[config.mk]
export PLATFORM = sky130hd
export DESIGN_NAME = rv32_rtype_execute
export DESIGN_NICKNAME = d
export VERILOG_FILES = /design/src/rtl/rve_pkg.sv /design/src/rtl/rv32_rtype_execute.sv
export SDC_FILE = /design/constraint.sdc
export NUM_CORES = 2
export LEC_CHECK = 0
export BUFFER_PORTS_ARGS = -buffer_cell sky130_fd_sc_hd__buf_2
export CAP_MARGIN = 10
export CORE_MARGIN = 2
export CORE_UTILIZATION = 55
export CTS_CLUSTER_DIAMETER = 50
export CTS_CLUSTER_SIZE = 14
export DETAILED_ROUTE_END_ITERATION = 16
export PLACE_DENSITY = 0.71
export SLEW_MARGIN = 20
export SYNTH_ARGS = -nofsm -noshare
export SYNTH_HDL_FRONTEND = slang
export SYNTH_SLANG_ARGS = --single-unit
[constraint.sdc]
create_clock -name clock -period 9.9 [get_ports clock]
set_input_delay 0.99 -clock clock [delete_from_list [all_inputs] [get_ports clock]]
set_output_delay 0.99 -clock clock [all_outputs]
set_load 0.01 [all_outputs]
[src/rtl/rve_pkg.sv]
`default_nettype none
// ----------------------------------------------------------------------------
// RV32 R-type execute package
// Transaction types, field constants and operation codes shared by the
// execute unit and its users.
// ----------------------------------------------------------------------------
package rve_pkg;

   localparam int unsigned XLEN      = 32;
   localparam int unsigned REG_COUNT = 32;
   localparam int unsigned REG_IDX_W = $clog2(REG_COUNT);
   localparam logic [XLEN-1:0] PC_STEP = XLEN'(4);

   // Transaction kinds.
   localparam logic ACTION_EXECUTE = 1'b0;
   localparam logic ACTION_LOAD    = 1'b1;

   // funct7 values.
   localparam logic [6:0] F7_BASE = 7'h00;
   localparam logic [6:0] F7_ALT  = 7'h20;

   // funct3 values.
   localparam logic [2:0] F3_ADD  = 3'd0;
   localparam logic [2:0] F3_SLL  = 3'd1;
   localparam logic [2:0] F3_SLT  = 3'd2;
   localparam logic [2:0] F3_SLTU = 3'd3;
   localparam logic [2:0] F3_XOR  = 3'd4;
   localparam logic [2:0] F3_SRL  = 3'd5;
   localparam logic [2:0] F3_OR   = 3'd6;
   localparam logic [2:0] F3_AND  = 3'd7;

   typedef struct packed {
      logic                 action;
      logic [XLEN-1:0]      instruction_word;
      logic [REG_IDX_W-1:0] load_index;
      logic [XLEN-1:0]      load_value;
   } req_type;

   typedef struct packed {
      logic                 write_done;
      logic [REG_IDX_W-1:0] dest_index;
      logic [XLEN-1:0]      dest_value;
      logic                 illegal;
      logic [XLEN-1:0]      program_counter;
   } rsp_type;

endpackage
`default_nettype wire

[src/rtl/rv32_rtype_execute.sv]
`default_nettype none
// ----------------------------------------------------------------------------
// RV32 R-type execute unit
// Executes R-type instructions or direct register loads against a 32-entry
// register file held in a synchronous two-read, one-write memory.
// ----------------------------------------------------------------------------
// Throughput: one transaction per cycle while the response side does not stall;
// the register file read issues on acceptance and the ALU result is written back
// as the transaction leaves the execute stage, with the most recent write
// forwarded to the operands of the following transaction.
// Reset: program counter cleared, all registers read as zero (per-entry valid
// bits), no clearing pass; the unit accepts requests right after reset.
module rv32_rtype_execute (
   input  wire logic             clock,
   input  wire logic             reset,
   input  wire logic             req_valid,
   output logic                  req_stall,
   input  wire rve_pkg::req_type req_payload,
   output logic                  rsp_valid,
   input  wire logic             rsp_stall,
   output rve_pkg::rsp_type      rsp_payload
);
   import rve_pkg::*;

   // Register file storage.
   logic [XLEN-1:0]      mem [REG_COUNT];
   logic [REG_COUNT-1:0] reg_valid_ff;
   logic [REG_COUNT-1:0] reg_valid_in;

   // Execute stage.
   logic                 s1_valid_ff, s1_valid_in;
   req_type              s1_req_ff;
   logic [XLEN-1:0]      rd_a_ff, rd_b_ff;

   // Last write, forwarded to the next transaction's operands.
   logic                 byp_valid_ff, byp_valid_in;
   logic [REG_IDX_W-1:0] byp_idx_ff;
   logic [XLEN-1:0]      byp_val_ff;

   logic [XLEN-1:0]      pc_ff, pc_in;
   logic                 rsp_valid_ff, rsp_valid_in;
   rsp_type              rsp_ff;

   logic                 req_take;
   logic                 s1_adv;
   logic [6:0]           f7;
   logic [2:0]           f3;
   logic [REG_IDX_W-1:0] rs1, rs2, rd;
   logic [XLEN-1:0]      op_a, op_b, alu_res;
   logic                 alu_ok;
   logic                 wr_en;
   logic [REG_IDX_W-1:0] wr_idx;
   logic [XLEN-1:0]      wr_val;
   rsp_type              rsp_next;

   function automatic logic [XLEN-1:0] operand(
      input logic [REG_IDX_W-1:0] idx,
      input logic [XLEN-1:0]      mem_val,
      input logic                 valid,
      input logic                 byp_hit,
      input logic [XLEN-1:0]      byp_val
   );
      logic [XLEN-1:0] val;
      if (idx == '0) begin
         val = '0;
      end else if (byp_hit) begin
         val = byp_val;
      end else if (valid) begin
         val = mem_val;
      end else begin
         val = '0;
      end
      return val;
   endfunction

   assign s1_adv    = s1_valid_ff && (!rsp_valid_ff || !rsp_stall);
   assign req_stall = s1_valid_ff && !s1_adv;
   assign req_take  = req_valid && !req_stall;

   assign f7  = s1_req_ff.instruction_word[31:25];
   assign rs2 = s1_req_ff.instruction_word[24:20];
   assign rs1 = s1_req_ff.instruction_word[19:15];
   assign f3  = s1_req_ff.instruction_word[14:12];
   assign rd  = s1_req_ff.instruction_word[11:7];

   assign op_a = operand(rs1, rd_a_ff, reg_valid_ff[rs1],
                         byp_valid_ff && (byp_idx_ff == rs1), byp_val_ff);
   assign op_b = operand(rs2, rd_b_ff, reg_valid_ff[rs2],
                         byp_valid_ff && (byp_idx_ff == rs2), byp_val_ff);

   always_comb begin
      alu_res = '0;
      alu_ok  = 1'b0;
      if (f7 == F7_BASE) begin
         alu_ok = 1'b1;
         unique case (f3)
            F3_ADD:  alu_res = op_a + op_b;
            F3_SLL:  alu_res = op_a << op_b[4:0];
            F3_SLT:  alu_res = XLEN'($signed(op_a) < $signed(op_b));
            F3_SLTU: alu_res = XLEN'(op_a < op_b);
            F3_XOR:  alu_res = op_a ^ op_b;
            F3_SRL:  alu_res = op_a >> op_b[4:0];
            F3_OR:   alu_res = op_a | op_b;
            F3_AND:  alu_res = op_a & op_b;
            default: alu_ok  = 1'b0;
         endcase
      end else if (f7 == F7_ALT) begin
         if (f3 == F3_ADD) begin
            alu_ok  = 1'b1;
            alu_res = op_a - op_b;
         end else if (f3 == F3_SRL) begin
            alu_ok  = 1'b1;
            alu_res = XLEN'($signed(op_a) >>> op_b[4:0]);
         end
      end
   end

   always_comb begin
      wr_en    = 1'b0;
      wr_idx   = '0;
      wr_val   = '0;
      pc_in    = pc_ff;
      rsp_next = '0;
      if (s1_req_ff.action == ACTION_LOAD) begin
         if (s1_req_ff.load_index != '0) begin
            wr_en  = 1'b1;
            wr_idx = s1_req_ff.load_index;
            wr_val = s1_req_ff.load_value;
         end
      end else begin
         pc_in = pc_ff + PC_STEP;
         if (!alu_ok) begin
            rsp_next.illegal = 1'b1;
         end else if (rd != '0) begin
            wr_en  = 1'b1;
            wr_idx = rd;
            wr_val = alu_res;
         end
      end
      rsp_next.write_done      = wr_en;
      rsp_next.dest_index      = wr_idx;
      rsp_next.dest_value      = wr_val;
      rsp_next.program_counter = pc_in;
   end

   always_comb begin
      reg_valid_in = reg_valid_ff;
      byp_valid_in = byp_valid_ff;
      if (s1_adv && wr_en) begin
         reg_valid_in[wr_idx] = 1'b1;
         byp_valid_in         = 1'b1;
      end
      s1_valid_in  = req_take || req_stall;
      rsp_valid_in = s1_adv || (rsp_valid_ff && rsp_stall);
   end

   always_ff @(posedge clock) begin
      if (s1_adv && wr_en) begin
         mem[wr_idx] <= wr_val;
      end
   end

   always_ff @(posedge clock) begin
      if (req_take) begin
         rd_a_ff   <= mem[req_payload.instruction_word[19:15]];
         rd_b_ff   <= mem[req_payload.instruction_word[24:20]];
         s1_req_ff <= req_payload;
      end
      if (s1_adv && wr_en) begin
         byp_idx_ff <= wr_idx;
         byp_val_ff <= wr_val;
      end
      if (s1_adv) begin
         rsp_ff <= rsp_next;
      end
   end

   always_ff @(posedge clock) begin
      if (reset) begin
         s1_valid_ff  <= 1'b0;
         rsp_valid_ff <= 1'b0;
         byp_valid_ff <= 1'b0;
         reg_valid_ff <= '0;
         pc_ff        <= '0;
      end else begin
         s1_valid_ff  <= s1_valid_in;
         rsp_valid_ff <= rsp_valid_in;
         byp_valid_ff <= byp_valid_in;
         reg_valid_ff <= reg_valid_in;
         if (s1_adv) begin
            pc_ff <= pc_in;
         end
      end
   end

   assign rsp_valid   = rsp_valid_ff;
   assign rsp_payload = rsp_ff;

   // Register zero is never written.
   a_no_x0_write: assert property (@(posedge clock) disable iff (reset)
      rsp_valid && rsp_payload.write_done |-> rsp_payload.dest_index != '0)
      else $error("write to register zero reported");

   // An illegal operation writes nothing.
   a_illegal_no_write: assert property (@(posedge clock) disable iff (reset)
      rsp_valid && rsp_payload.illegal |-> !rsp_payload.write_done)
      else $error("illegal operation reported a write");

   // The request side only stalls behind an occupied execute stage.
   a_stall_cause: assert property (@(posedge clock) disable iff (reset)
      req_stall |-> s1_valid_ff && rsp_valid_ff && rsp_stall)
      else $error("request stalled without a blocked execute stage");

   // A transaction leaving execute is shown as a response in the next cycle.
   a_s1_follow: assert property (@(posedge clock) disable iff (reset)
      s1_adv |=> rsp_valid)
      else $error("execute stage advanced without producing a response");

endmodule
`default_nettype wire
==> run metrics <==
combinational share of power=14.5%; CP required=10.35 ns; Reg power frac=47.7%; post-cts hold buffer count=0; fin crit share=82.8%; CTS tree=built; Max VDD drop=143 µV; largest net degree at the start of global routing=128; Die Height=355 µm; Slew Limit Headroom=23.2%; nature of the critical path endpoint=register; static leakage=0.0252 µW; Post-Syn Area=0.0677 mm²; Final nets=4550; area leader, netlist=edfxtp_1; cells along the critical path=mux2i_1 -> a22oi_1 -> nand2_1 -> o31a_1 -> a21oi_4 -> buf_4 -> a22o_1 -> nand2_1 -> ha_1 -> nor2b_1 -> nor4_1 -> a2111oi_1 -> o21ai_1 -> a21oi_1 -> a221oi_1 -> buf_4 -> a2111o_1 -> a31oi_1 -> a221oi_1 -> or4_1 -> a211oi_1 -> o31ai_4 -> buf_4; Psw=3480 µW; hold depth=1; Clock Skew=0.0312 ns; core area=0.122 mm²; crit-path leading delay family=compound AO/OA/AOI/OAI gates; R2R depth=23; Fillers=8769; first-pass GRT wire length=312 mm; Mapped Cells=4247; Starting DRT DRC Count=6485; delay of the slowest critical-path stage=1.06 ns; Final Worst Setup Slack=1.70 ns; number of max-cap violations=0; num ports=147; Port Buffers=137; final wirelength=220 mm; clk_lat worst skew=0.78 ns; failing checks=antenna rules; DR vias/cell=7.22; row cnt=128; YS warnings=0; layout cells sized above 1=29.4%; htree depth=4; Initial Utilization=55.5%; Post-Syn Area per Cell=15.9 µm²; Final Critical Period=8.20 ns; top cell type's share of synthesized area=55.7%; switching power share of the total=26.5%; via count=44100; Worst-Margin Slew=1.15 ns; fin. max-slew vios=0; DP HPWL=136 mm; Post-DRT Antenna Nets=1; Worst path slowest cell=edfxtp_1; post-CTS setup buffers=0; worst min path class=in2reg; PwrDens=175 mW/mm²; reg2reg setup slack=1.70 ns; Sink Count=1322; Final Setup Violations=0; initial antenna violation count=4; Chip Width=355 µm; GR Util All Layers=35.0%; 1st-pass router iterations=8; Worst setup SP type=register; DRC Markers=0; Worst Path Buf+Inv=3; CTS max path bufs=3; Post-synth top cells=1257 x edfxtp_1, 640 x mux4_2, 246 x nor2_1; Worst EP arrival=8.65 ns; achievable frequency=122 MHz; RePlAce Congestion=1.12; cell mode on critical path=buf_4; count of final hold-check violations=0; Seq cells post-synth=1322; Unique masters post-synth=101; largest fanout on the critical path=34; Setup CP Type=reg2reg; EDFF count, synth=1257; count leader, synth=edfxtp_1; cell area after layout=0.0751 mm²; clk root buf=clkbuf_16; total grt overflow=0; CP Depth=23; largest cells by area after synthesis=edfxtp_1 56%, mux4_2 21%, dfxtp_1 1.9%; Synth Flop Type=edfxtp_1; post-place setup slack=2.05 ns; FFs w/ async S/R, synth=0%; status=finished, violations left; Area growth syn-to-layout=10.9%; Setup TNS=0 ns; RSZ-0062 raised after global routing=false; placed insts=5864; CTS Buf Count=135; vias in the first global route=43100; DIE AREA=0.126 mm²; sequential cell area fraction in the yosys report=57.7%; DP Area=0.0708 mm²; average routed wire per standard cell=36.0 µm; Pint=9680 µW; CTS clk-pin slew, worst paths=0.07 ns; Finished Layout Cells=6100; post_cts resized=0; Clock Power Share=37.8%
==> kinds of logic after synthesis <==
kind of cell	Yosys count	share of synthesized area, %
xor gates and xnor gates	101	1.31
adders and majority gates	100	1.87
and+or+nand+nor	737	5.06
muxes	762	23.2
AOI/OAI and AO/OA	805	8.35
other	1	0.00554
DFF	1322	57.7
buffers and inverters	419	2.55
==> routing by layer <==
layer  share of wire [%]  vias to the layer above  track usage [%]
li1                    -                    17700                -
met4                 6.5                        0             19.3
met5                   0                        -                0
met2                  46                     3023             53.1
met1                  37                    22600             48.0
met3                  11                      662             7.24
==> power by group through the flow <==
stage	sequential (µW)	clock, µW	combinational, µW
2_1_floorplan	6370	0	1230
3_3_place_gp	6390	0	1840
3_5_place_dp	6390	0	1840
4_1_cts	6270	5040	1850
5_1_grt	6280	5250	1990
6_report	6280	4970	1910
==> layout make-up <==
type	instances	area (µm²)	share of cell area, %
flip-flops and latches	1322	39000	52.0
multi-input cells	2539	27500	36.6
repair buffers	276	1850	2.46
inverters	102	385	0.513
diodes	11	27.5	0.0367
well taps	1625	2030	2.71
clock buffers	162	3620	4.82
clock inverters	63	631	0.840
==> worst paths after layout <==
check	start	to
worst min-delay path	req_payload[69]	s1_req_ff[69]
worst max-delay path	rs2[1]	mem[16][31]
worst max register to register	rs2[1]	mem[16][31]
worst min register to register	pc_ff[3]	pc_ff[3]
==> state kept, by name, indices dropped and copies added, names as in the netlist <==
register / count
byp_idx_ff: 5
byp_val_ff: 32
byp_valid_ff: 1
f3: 3
f7: 7
mem: 1024
pc_ff: 30
rd: 5
rd_a_ff: 32
rd_b_ff: 32
reg_valid_ff: 32
rs1: 5
rs2: 5
rsp_payload: 69
rsp_valid: 1
s1_req_ff: 38
s1_valid_ff: 1
==> cells in the final DEF, fill, tap and decap left out, types with 36 or more instances in the layout <==
master / netlist / final
a211oi_1: 63 / 62
a21oi_1: 177 / 176
a22o_1: 37 / 36
buf_2: 35 / 129
buf_4: 10 / 136
clkbuf_16: 0 / 140
dfxtp_1: 65 / 65
edfxtp_1: 1257 / 1257
ha_1: 98 / 98
inv_1: 85 / 84
mux2_2: 70 / 70
mux2i_1: 52 / 52
mux4_2: 640 / 640
nand2_1: 193 / 193
nand3_1: 68 / 68
nor2_1: 246 / 214
nor3_1: 71 / 71
o21ai_0: 129 / 123
xnor2_1: 54 / 54
xor2_1: 47 / 47
==> through the flow <==
| step | hold WS (ns) | util [%] | power [µW] |
|---|---|---|---|
| floorplan | 0.451 | - | 7610 |
| global placement | 0.469 | 58.0 | 8230 |
| detailed placement | 0.488 | 58.0 | 8230 |
| CTS | 0.339 | 61.5 | 13200 |
| global route | 0.362 | 61.5 | 13500 |
| finish | 0.386 | 61.5 | 13200 |
==> worst register-to-register path: stages, from the launching register on <==
cell	delay [ns]
edfxtp_1	1.06
mux2i_1	0.21
a22oi_1	0.23
nand2_1	0.12
o31a_1	0.37
a21oi_4	0.19
buf_4	0.34
a22o_1	0.20
nand2_1	0.16
ha_1	0.53
nor2b_1	0.22
nor4_1	0.08
a2111oi_1	0.66
o21ai_1	0.24
a21oi_1	0.50
a221oi_1	0.20
buf_4	0.20
a2111o_1	0.44
a31oi_1	0.45
a221oi_1	0.27
or4_1	0.46
a211oi_1	0.35
o31ai_4	0.11
buf_4	0.27
(Power assumes the default switching activity.)
